### src/design/pfd_pkg.sv
`timescale 1ns / 1ps

package pfd_pkg;

    localparam int X_W        = 10;
    localparam int Y_W        = 9;
    localparam int VAL_W      = 32;
    localparam int TIME_W     = 20;
    localparam int INTERVAL_W = 16;

    localparam logic [INTERVAL_W-1:0] INTERVAL_RESET = 16'd10;

    localparam int FRAME_WIDTH_DEF  = 640;
    localparam int FRAME_HEIGHT_DEF = 480;
    localparam int PIXEL_BITS_DEF   = 32;

    // depth of the queue between front and back, and of the result queue
    localparam int IQ_DEPTH = 4;
    localparam int OQ_DEPTH = 4;

    typedef struct packed {
        logic [X_W-1:0]    pos_x;
        logic [Y_W-1:0]    pos_y;
        logic [VAL_W-1:0]  pixel_value;
        logic [TIME_W-1:0] time_mark;
        logic              in_frame;
    } pfd_item_t;

    typedef struct packed {
        logic [X_W-1:0] out_x;
        logic [Y_W-1:0] out_y;
        logic           changed;
        logic           flicker;
    } pfd_result_t;

endpackage

### src/design/pfd_front.sv
`timescale 1ns / 1ps

module pfd_front import pfd_pkg::*; #(
    parameter int FRAME_WIDTH  = FRAME_WIDTH_DEF,
    parameter int FRAME_HEIGHT = FRAME_HEIGHT_DEF,
    parameter int ADDR_W       = 19
) (
    input  logic              aclk,
    input  logic              aresetn,
    input  logic              init_done,
    input  logic              s_valid,
    output logic              s_ready,
    input  logic [X_W-1:0]    s_pos_x,
    input  logic [Y_W-1:0]    s_pos_y,
    input  logic [VAL_W-1:0]  s_pixel_value,
    input  logic [TIME_W-1:0] s_time_mark,
    output logic              q_valid,
    output pfd_item_t         q_item,
    output logic [ADDR_W-1:0] q_addr,
    input  logic              q_pop
);

    localparam int QA_W = (IQ_DEPTH > 1) ? $clog2(IQ_DEPTH) : 1;
    localparam int QC_W = $clog2(IQ_DEPTH + 1);

    pfd_item_t         item_mem_reg [IQ_DEPTH];
    logic [ADDR_W-1:0] addr_mem_reg [IQ_DEPTH];
    logic [QA_W-1:0]   wr_ptr_reg, wr_ptr_next;
    logic [QA_W-1:0]   rd_ptr_reg, rd_ptr_next;
    logic [QC_W-1:0]   count_reg, count_next;

    pfd_item_t         in_item;
    logic [ADDR_W-1:0] in_addr;
    logic              push;

    // classify: inside the frame, and the linear pixel address
    always_comb begin
        in_item.pos_x       = s_pos_x;
        in_item.pos_y       = s_pos_y;
        in_item.pixel_value = s_pixel_value;
        in_item.time_mark   = s_time_mark;
        in_item.in_frame    = (32'(s_pos_x) < 32'(FRAME_WIDTH)) &&
                              (32'(s_pos_y) < 32'(FRAME_HEIGHT));
        if (in_item.in_frame) begin
            in_addr = ADDR_W'(32'(s_pos_y) * 32'(FRAME_WIDTH) + 32'(s_pos_x));
        end else begin
            in_addr = '0;
        end
    end

    assign s_ready = init_done && (count_reg != QC_W'(IQ_DEPTH));
    assign push    = s_valid && s_ready;
    assign q_valid = (count_reg != '0);
    assign q_item  = item_mem_reg[rd_ptr_reg];
    assign q_addr  = addr_mem_reg[rd_ptr_reg];

    always_comb begin
        wr_ptr_next = wr_ptr_reg;
        rd_ptr_next = rd_ptr_reg;
        count_next  = count_reg;
        if (push) begin
            wr_ptr_next = (32'(wr_ptr_reg) == IQ_DEPTH - 1) ? '0 : wr_ptr_reg + 1'b1;
        end
        if (q_pop) begin
            rd_ptr_next = (32'(rd_ptr_reg) == IQ_DEPTH - 1) ? '0 : rd_ptr_reg + 1'b1;
        end
        if (push && !q_pop) begin
            count_next = count_reg + 1'b1;
        end else if (!push && q_pop) begin
            count_next = count_reg - 1'b1;
        end
    end

    always_ff @(posedge aclk) begin
        if (!aresetn) begin
            wr_ptr_reg <= '0;
            rd_ptr_reg <= '0;
            count_reg  <= '0;
        end else begin
            wr_ptr_reg <= wr_ptr_next;
            rd_ptr_reg <= rd_ptr_next;
            count_reg  <= count_next;
        end
    end

    always_ff @(posedge aclk) begin
        if (push) begin
            item_mem_reg[wr_ptr_reg] <= in_item;
            addr_mem_reg[wr_ptr_reg] <= in_addr;
        end
    end

    a_no_pop_empty: assert property (@(posedge aclk) disable iff (!aresetn)
        q_pop |-> q_valid)
        else $error("queue popped while empty");

    a_no_accept_clear: assert property (@(posedge aclk) disable iff (!aresetn)
        !init_done |-> !push)
        else $error("transaction accepted during clearing pass");

    a_count_bound: assert property (@(posedge aclk) disable iff (!aresetn)
        count_reg <= QC_W'(IQ_DEPTH))
        else $error("queue count out of range");

endmodule

### config.mk
export PLATFORM = sky130hd
export DESIGN_NAME = pfd_front
export DESIGN_NICKNAME = d
export VERILOG_FILES = /design/src/design/pfd_pkg.sv /design/src/design/pfd_front.sv
export SDC_FILE = /design/constraint.sdc
export NUM_CORES = 1
export LEC_CHECK = 0
export BUFFER_PORTS_ARGS = -buffer_cell sky130_fd_sc_hd__buf_2
export CAP_MARGIN = 20
export CORE_ASPECT_RATIO = 1.2
export CORE_MARGIN = 2
export CORE_UTILIZATION = 55
export CTS_CLUSTER_SIZE = 16
export DETAILED_ROUTE_END_ITERATION = 12
export GPL_ROUTABILITY_DRIVEN = 0
export PLACE_DENSITY = 0.73
export SETUP_SLACK_MARGIN = 0.2
export SLEW_MARGIN = 20
export SYNTH_ARGS = -nofsm -noshare
export SYNTH_HDL_FRONTEND = slang
export SYNTH_SLANG_ARGS = --single-unit
### constraint.sdc
create_clock -name aclk -period 5.73 [get_ports aclk]
set_input_delay 1.719 -clock aclk [delete_from_list [all_inputs] [get_ports aclk]]
set_output_delay 1.719 -clock aclk [all_outputs]
set_load 0.01 [all_outputs]
==> out/results.ini, run 1 <==
[worst_setup_path]
cpPeakStageDelay_ns=1.05
critPathLaunchType=register
reg2reg_depth=9
required_ns=4.01
crit_path_max_fanout=71
crit_chain=buf_4, mux4_2, buf_2
critPathSlowestCell=dfxtp_4
critPathArrivalTime_ns=2.64
crit_type=register to output port
end_kind=output port

[timing]
hold_viol_final=0
finalCritPeriodShare_pct=76.10
timing.hold.ws_ns=0.5664
slew_headroom_pct=28.02
tightest_slew_ns=1.080
slew_violations=0
tns_ns=0
period_minus_slack_ns=4.361
fmax_mhz=229.3
finClkSkew_ns=0.01511
rsz0062_at_grt=false
setup_viol=0

[floorplan]
dieArea_um2=27460
die_w_um=151.6
fp-row-count=64
start_util_pct=56.12
dieHeight_um=181.1
io_pins=169
coreArea_um2=25620

[power]
p_leak_nw=5.700
power.density_nw_per_um2=355.7
vdd_drop_max_uv=283.8

[grt]
gr-total-overflow=0
grt_pass1_wl_um=42190
gr-usage-all-layers_pct=20.39
first_global_vias=7547
grt_max_degree=72
antenna_found_initial=2

[yosys]
synthesis.area_um2=14380
synth_edf_count=364
yosys-top-cells-area=edfxtp_1, mux4_2, ha_1, dfxtp_1, and3_1
synth.largest_area_cell=edfxtp_1
synth_seq_cells=373
yosysMostFrequentCell=edfxtp_1
netlist.area_leader.share_pct=76.01
yosysUniqueCellTypes=50
synthArstFlopShare_pct=0
avgSynthCellArea_um2=22.83
synth_ff_type=edfxtp_1
ys_warn_count=0
syn_nets=732
ys_top_cells_by_count=edfxtp_1, mux4_2, ha_1, and3_1, clkbuf_1
syn_inst=630
yosysSeqAreaShare_pct=77.26

[routing]
drtPass1Iterations=5
viasPerCell=5.898
drcViolationCount=0
totalWireLength_um=27270
postRouteAntennaNets=0
drt_iter0_drc=356
wl_per_cell_um=23.09
dr_total_vias=6965

[placement]
portBuffers=168
hpwl_um=16820
dp_cells=1117

[clocking]
cts_hold_buf=0
cts_root_buffer=clkbuf_16
clock_sink_count=373
post_cts_resized=0
cts.clk_slew.worst_paths_ns=0.06
insertion_delay_ns=0.51
cts_tree=built
numCtsBuffers=36
post_cts_buffers=0
htreeDepth=2
clockBufferDepth=3

[worst_hold_path]
min-delay-path-class=register to register
min_path_cells=2

[finish]
drive_gt1_share_pct=39.41
fin_cells=1181
largest_reg_flops=288
fin_nets=927
area_growth_syn_to_layout_pct=16.67

[run_status]
status=completed

[job]
cap_violations=0

[cells in the final DEF (no fill, tap or decap), drive strengths merged, types with 8 or more instances in the layout]
cell type / Yosys / final
nor2: 11 / 11
clkinv: 0 / 14
ha: 23 / 23
buf: 9 / 179
inv: 6 / 8
and3: 18 / 18
clkbuf: 13 / 43
dfxtp: 9 / 9
mux4: 91 / 91
edfxtp: 364 / 364
[path summary, 6_finish.rpt]
path,start,endpoint,slack [ns]
max,register,q_item[48],1.37
min,rd_ptr_reg[1],register,0.57
max reg2reg,count_reg[0],count_reg[2],2.95
min reg2reg,rd_ptr_reg[1],register,0.57
[cell families after synthesis]
logic type / count (synthesis) / share of synthesized area (%)
adder cells (fa/ha/maj): 26 / 2.419
flip-flops: 373 / 77.26
multiplexers: 96 / 14.60
XOR/XNOR: 10 / 0.6090
AO/OA/AOI/OAI: 34 / 1.662
buffers and inverters: 28 / 0.8092
AND/OR/NAND/NOR: 63 / 2.637
[final cells by class]
class,instances,area (um2)
flip-flops and latches,373,11120
clock buffers,43,927.1
inverters,6,22.52
fillers,1690,8847
clock inverters,20,185.2
multi-input cells,229,3173
diodes,1,2.502
well taps,330,412.9
repair buffers,179,935.9
[critical path: cells and delay by family, from the launching register on]
kind / cells / cell delay [ns]
flip-flops: 1 / 1.05
multiplexers: 1 / 0.39
buffers and inverters: 2 / 0.62
[report_power, final]
group	switching [mW]	internal [mW]	leakage (nW)
clock	0.943	1.29	0.540
combinational	0.318	0.264	1.77
sequential	0.0453	3.10	3.39
total	1.31	4.66	5.70
[routing by layer]
layer | routed length, um | up-vias | track usage (%)
met5 | 11 | - | 0
met2 | 14760 | 219 | 36.31
met3 | 1589 | 43 | 3.889
met1 | 10480 | 3647 | 25.86
met4 | 425 | 2 | 5.074
li1 | - | 3054 | -
[per-stage QoR]
stage	instance area (um2)	utilization, %	power, mW	setup WS, ns
final	16780	65.47	5.968	1.369
after global routing	16780	65.47	6.172	1.265
after CTS	16770	65.46	6.017	1.323
after detailed placement	15660	61.12	3.793	1.124
after global placement	15660	61.12	3.763	1.290
after floorplan	14380	-	3.558	0.7973
No activity file was read; power rests on OpenSTA's default activity.
==> inputs of run 2 (changes only) <==
--- a/config.mk
+++ b/config.mk
@@ -5,15 +5,16 @@
 export SDC_FILE = /design/constraint.sdc
 export NUM_CORES = 1
 export LEC_CHECK = 0
+export ABC_AREA = 1
 export BUFFER_PORTS_ARGS = -buffer_cell sky130_fd_sc_hd__buf_2
 export CAP_MARGIN = 20
 export CORE_ASPECT_RATIO = 1.2
 export CORE_MARGIN = 2
-export CORE_UTILIZATION = 55
+export CORE_UTILIZATION = 52
 export CTS_CLUSTER_SIZE = 16
 export DETAILED_ROUTE_END_ITERATION = 12
 export GPL_ROUTABILITY_DRIVEN = 0
-export PLACE_DENSITY = 0.73
+export PLACE_DENSITY = 0.72
 export SETUP_SLACK_MARGIN = 0.2
 export SLEW_MARGIN = 20
 export SYNTH_ARGS = -nofsm -noshare
==> constraint.sdc (replaced) <==
create_clock -name aclk -period 3.7 [get_ports aclk]
set_input_delay 1.11 -clock aclk [delete_from_list [all_inputs] [get_ports aclk]]
set_output_delay 1.11 -clock aclk [all_outputs]
set_load 0.01 [all_outputs]
==> out/results.ini, run 2 <==
[clocking]
cts.clk_slew.worst_paths_ns=0.06  ; about the same
post_cts_resized=0  ; unchanged
insertion_delay_ns=0.51  ; about the same
numCtsBuffers=37  ; +2.8%
htreeDepth=2  ; unchanged
post_cts_buffers=0  ; unchanged
cts_root_buffer=clkbuf_16
clock_sink_count=373  ; unchanged
clockBufferDepth=3  ; unchanged
cts_hold_buf=0  ; unchanged
cts_tree=built

[worst_setup_path]
endpoint=q_addr[1]
end_kind=output port
reg2reg_depth=11  ; +2
r2r-end=count_reg[2]
critPathLaunchType=register
critPathArrivalTime_ns=2.20  ; -0.44 ns
reg2reg_from=count_reg[0]
crit_path_max_fanout=84  ; +18%
required_ns=2.59  ; -1.42 ns
crit_type=register to output port
reg2reg_slack_ns=1.56  ; -1.39 ns

[yosys]
netlist.area_leader.share_pct=74.72  ; -1.3 points
synthesis.area_um2=14630  ; +1.7%
synthArstFlopShare_pct=0  ; unchanged
synth_seq_cells=373  ; unchanged
yosysSeqAreaShare_pct=75.95  ; -1.3 points
ys_top_cells_by_count=edfxtp_1, nor2_1, o21ai_0, o22ai_1, clkbuf_1
avgSynthCellArea_um2=13.55  ; -41%
yosysMostFrequentCell=edfxtp_1
yosys-top-cells-area=edfxtp_1, o21ai_0, nor2_1, o22ai_1, ha_1
synth.largest_area_cell=edfxtp_1
yosysUniqueCellTypes=31  ; -38%
syn_inst=1080  ; +71%
synth_edf_count=364  ; unchanged
ys_warn_count=0  ; unchanged
syn_nets=1182  ; +61%
synth_ff_type=edfxtp_1

[finish]
mostFrequentLayoutCell=edfxtp_1
fin_cells=1657  ; +40%
layout_common_cells=edfxtp_1, nor2_1, o21ai_0
fillers=2113  ; +25%
largest_reg_flops=288  ; unchanged
fin_nets=1350  ; +46%
utilization_pct=61.99  ; -3.5 points
final_area_um2=17250  ; +2.8%
seq_area_um2=11120  ; about the same
multi_input_area_um2=3152  ; -0.67%
area_growth_syn_to_layout_pct=17.93
drive_gt1_share_pct=20.75  ; -19 points

[floorplan]
dieHeight_um=187.7  ; +3.6%
fp-row-count=67  ; +4.7%
dieArea_um2=29500  ; +7.4%
die_w_um=157.1  ; +3.6%
io_pins=169  ; unchanged
start_util_pct=52.56  ; -3.6 points
coreArea_um2=27830  ; +8.6%

[grt]
grt_pass1_wl_um=47110  ; +12%
gr-usage-all-layers_pct=20.69  ; +0.29 points
grt_max_degree=99  ; +38%
antenna_found_initial=1  ; -1
gr-total-overflow=0  ; unchanged
first_global_vias=9094  ; +20%

[placement]
hpwl_um=17830  ; +6.0%
dp_cells=1588  ; +42%
portBuffers=168  ; unchanged
placed_area_um2=16030  ; +2.4%
pre_cts_slack_ns=0.3157  ; -0.8087 ns

[timing]
slew_violations=0  ; unchanged
finalCritPeriodShare_pct=89.40
rsz0062_at_grt=false
slew_headroom_pct=45.28  ; +17 points
tightest_slew_ns=0.8209  ; -0.2588 ns
period_minus_slack_ns=3.308
tns_ns=0  ; unchanged
setup_viol=0  ; unchanged
postLayoutSetupSlackWorst_ns=0.3921  ; -0.9771 ns
hold_viol_final=0  ; unchanged
timing.hold.ws_ns=0.4988  ; -0.06765 ns
fmax_mhz=302.3
finClkSkew_ns=0.01135  ; -0.003763 ns

[run_status]
status=completed

[worst_hold_path]
min-delay-path-class=register to register

[power]
vdd_drop_max_uv=473.9  ; +67%
power.density_nw_per_um2=555.0  ; +56%
p_leak_nw=6.156  ; +8.0%
finalPower_mw=9.575  ; +60%

[routing]
drcViolationCount=0  ; unchanged
wl_per_cell_um=18.53  ; -20%
viasPerCell=5.514  ; -6.5%
postRouteAntennaNets=0  ; unchanged
drt_iter0_drc=519  ; +46%
totalWireLength_um=30710  ; +13%
dr_total_vias=9137  ; +31%
drtPass1Iterations=5  ; unchanged

[job]
cap_violations=0  ; unchanged

[run 2: report_power, final]
part	switching [mW]	internal (mW)
registers	0.0385	4.81
logic	0.694	0.348
clock network	1.49	2.20
total	2.22	7.36
[run 2: final cells by class]
cell class                      count  share of cell area [%]
Antenna cell                        1                 0.01451
Clock buffer                       44                   5.766
Clock inverter                     24                   1.276
Inverter                           41                  0.9066
Multi-Input combinational cell    606                   18.27
Sequential cell                   373                   64.43
Tap cell                          379                   2.749
Timing Repair Buffer              189                   6.585
[run 2: how the worst min path moves through the flow]
stage | slack [ns] | to | from | cells past startpoint
floorplan | 0.47 | count_reg[2] | count_reg[2] | 2
global placement | 0.48 | count_reg[2] | count_reg[2] | 2
detailed placement | 0.50 | count_reg[2] | count_reg[2] | 2
CTS | 0.50 | count_reg[2] | count_reg[2] | 2
global route | 0.55 | count_reg[2] | count_reg[2] | 2
finish | 0.50 | count_reg[2] | count_reg[2] | 2
[run 2: kinds of logic after synthesis]
family	share of synthesized area, %
AOI/OAI and AO/OA	11.36
xor gates and xnor gates	0.1711
adders and majority gates	2.378
buffers and inverters	2.771
DFF	75.95
and+or+nand+nor	7.373
[run 2: critical path, stage by stage, from the launching register on]
cell,delay [ns]
dfxtp_4,0.38
buf_4,0.62
o21ai_0,0.20
o22ai_1,0.23
buf_2,0.19
[run 2: routing by layer]
layer  GRT usage (%)  vias to the layer above  routed length, um
li1                -                     4334                  -
met1           25.31                     4479              12170
met3           3.952                       65               1672
met5               0                        -                  0
met4           8.217                        0               1018
met2           36.13                      259              15850
==> inputs of run 3 (changes only) <==
==> config.mk (replaced) <==
export PLATFORM = sky130hd
export DESIGN_NAME = pfd_front
export DESIGN_NICKNAME = d
export VERILOG_FILES = /design/src/design/pfd_pkg.sv /design/src/design/pfd_front.sv
export SDC_FILE = /design/constraint.sdc
export NUM_CORES = 1
export LEC_CHECK = 0
export BUFFER_PORTS_ARGS = -buffer_cell sky130_fd_sc_hd__buf_2
export CAP_MARGIN = 20
export CELL_PAD_IN_SITES_DETAIL_PLACEMENT = 0
export CELL_PAD_IN_SITES_GLOBAL_PLACEMENT = 1
export CORE_ASPECT_RATIO = 1.2
export CORE_MARGIN = 2
export CORE_UTILIZATION = 46
export CTS_CLUSTER_SIZE = 16
export DETAILED_ROUTE_END_ITERATION = 12
export GPL_ROUTABILITY_DRIVEN = 0
export PLACE_DENSITY = 0.73
export SETUP_SLACK_MARGIN = 0.2
export SYNTH_ARGS = -nofsm -noshare
export SYNTH_HDL_FRONTEND = slang
export SYNTH_SLANG_ARGS = --single-unit
==> out/results.ini, run 3 (synthesized netlist as in run 1, its figures left out) <==
[finish]
utilization_pct=55.72  ; -6.3 points
mostFrequentLayoutCell=edfxtp_1
layout_common_cells=edfxtp_1, buf_2, mux4_2
largest_reg_flops=288  ; unchanged
drive_gt1_share_pct=40.56  ; +20 points
fin_nets=937  ; -31%
final_area_um2=17080  ; -0.99%
area_growth_syn_to_layout_pct=18.79

[placement]
placed_area_um2=15900  ; -0.84%
pre_cts_slack_ns=-0.04653  ; -0.3622 ns
hpwl_um=17010  ; -4.6%
portBuffers=168  ; unchanged

[worst_setup_path]
reg2reg_from=count_reg[0]
r2r-end=count_reg[2]
endpoint=addr_mem_reg[2][17]
critPathLaunchType=input port
worstSetupStartpoint=s_pos_y[3]
reg2reg_slack_ns=1.23  ; -0.33 ns
crit_type=input port to register
required_ns=4.01  ; +1.42 ns
crit_path_max_fanout=6  ; -93%
reg2reg_depth=10  ; -1
critPathArrivalTime_ns=3.58  ; +1.38 ns
end_kind=register

[routing]
dr_total_vias=6887  ; -25%
totalWireLength_um=27580  ; -10%
drcViolationCount=0  ; unchanged
viasPerCell=5.462  ; -0.95%
postRouteAntennaNets=0  ; unchanged
drtPass1Iterations=5  ; unchanged
drt_iter0_drc=496  ; -4.4%
wl_per_cell_um=21.87  ; +18%

[floorplan]
dieArea_um2=32700  ; +11%
fp-row-count=70  ; +4.5%
coreArea_um2=30650  ; +10%
io_pins=169  ; unchanged
die_w_um=165.4  ; +5.3%
start_util_pct=46.91  ; -5.7 points
dieHeight_um=197.7  ; +5.3%

[grt]
use_met1_pct=20.41  ; -4.9 points
gr-total-overflow=0  ; unchanged
gr-usage-all-layers_pct=17.33  ; -3.4 points
antenna_found_initial=1  ; unchanged
grt_pass1_wl_um=42410  ; -10%
grt_max_degree=92  ; -7.1%
grtUsageMet3_pct=3.128  ; -0.82 points
first_global_vias=7616  ; -16%
use_met2_pct=32.08  ; -4.1 points
busiest_layer=met2

[timing]
finalCritPeriodShare_pct=88.49  ; -0.92 points
finClkSkew_ns=0.02297  ; +0.01162 ns
fmax_mhz=305.4  ; +1.0%
rsz0062_at_grt=false
setup_viol=0  ; unchanged
hold_viol_final=0  ; unchanged
slew_headroom_pct=54.34  ; +9.1 points
period_minus_slack_ns=3.274  ; -0.03389 ns
postLayoutSetupSlackWorst_ns=0.4260  ; +0.03389 ns
tns_ns=0  ; unchanged
slew_violations=0  ; unchanged
tightest_slew_ns=0.6849  ; -0.1359 ns

[power]
power.density_nw_per_um2=546.6  ; -1.5%
seqPwrFrac_pct=52.0  ; +1.4 points
vdd_drop_max_uv=370.1  ; -22%
p_comb_share_pct=10.1  ; -0.8 points
switching_share_pct=21.94  ; -1.2 points
power_frac_clock_pct=37.9  ; -0.6 points
p_leak_nw=5.799  ; -5.8%
internal_power_mw=7.289  ; -0.92%
p_sw_mw=2.048  ; -7.7%

[clocking]
clock_sink_count=373  ; unchanged
insertion_delay_ns=0.52  ; about the same
htreeDepth=2  ; unchanged
numCtsBuffers=37  ; unchanged
cts.clk_slew.worst_paths_ns=0.06  ; about the same
cts_hold_buf=0  ; unchanged
post_cts_buffers=0  ; unchanged
cts_tree=built
clockBufferDepth=3  ; unchanged
cts_root_buffer=clkbuf_16
post_cts_resized=0  ; unchanged

[worst_hold_path]
min-delay-path-class=register to register

[job]
cap_violations=0  ; unchanged

[run_status]
status=completed

run 3: how the worst min path moves through the flow:
stage | startpoint | end | cells after the start
4_1_cts | rd_ptr_reg[1] | register | 2
3_5_place_dp | rd_ptr_reg[1] | register | 2
3_3_place_gp | count_reg[2] | count_reg[2] | 2
2_1_floorplan | count_reg[2] | count_reg[2] | 2
6_report | rd_ptr_reg[1] | register | 2
5_1_grt | rd_ptr_reg[1] | register | 2
run 3: metrics by stage:
stage / power [mW] / hold slack (ns) / instances
3_5_place_dp: 5.900 / 0.5396 / 1191
6_report: 9.337 / 0.5463 / 1261
2_1_floorplan: 5.505 / 0.4695 / 630
3_3_place_gp: 5.864 / 0.4847 / 1191
5_1_grt: 9.679 / 0.5752 / 1260
4_1_cts: 9.444 / 0.5502 / 1258
run 3: worst max-delay path, stage by stage:
cell and delay [ns]:
buf_2 0.14, ha_1 0.28, ha_1 0.25, fa_1 0.46, xor2_1 0.26, nor3b_1 0.28, o211ai_1 0.17, and4bb_2 0.34
mux2i_1 0.30
run 3: cell type report:
class                      count  area (um2)
fill                        2329       13570
sequential                   373       11120
multi-input combinational    229        3179
timing repair buffer         188        1111
clock buffer                  42       944.7
tap                          396       495.5
clock inverter                25       205.2
inverter                       6       22.52
antenna                        2       5.005
run 3: power by group through the flow:
stage / clock network (mW) / registers (mW) / logic [mW]
3_3_place_gp: 0 / 4.94 / 0.923
6_report: 3.54 / 4.86 / 0.940
2_1_floorplan: 0 / 4.92 / 0.582
4_1_cts: 3.63 / 4.86 / 0.952
3_5_place_dp: 0 / 4.95 / 0.948
5_1_grt: 3.78 / 4.87 / 1.03
run 3: metal layers:
metal | vias up | part of all wire, %
met5 | - | 0
met4 | 0 | 2.0
met3 | 33 | 4.7
met2 | 162 | 55
met1 | 3617 | 38
li1 | 3075 | -
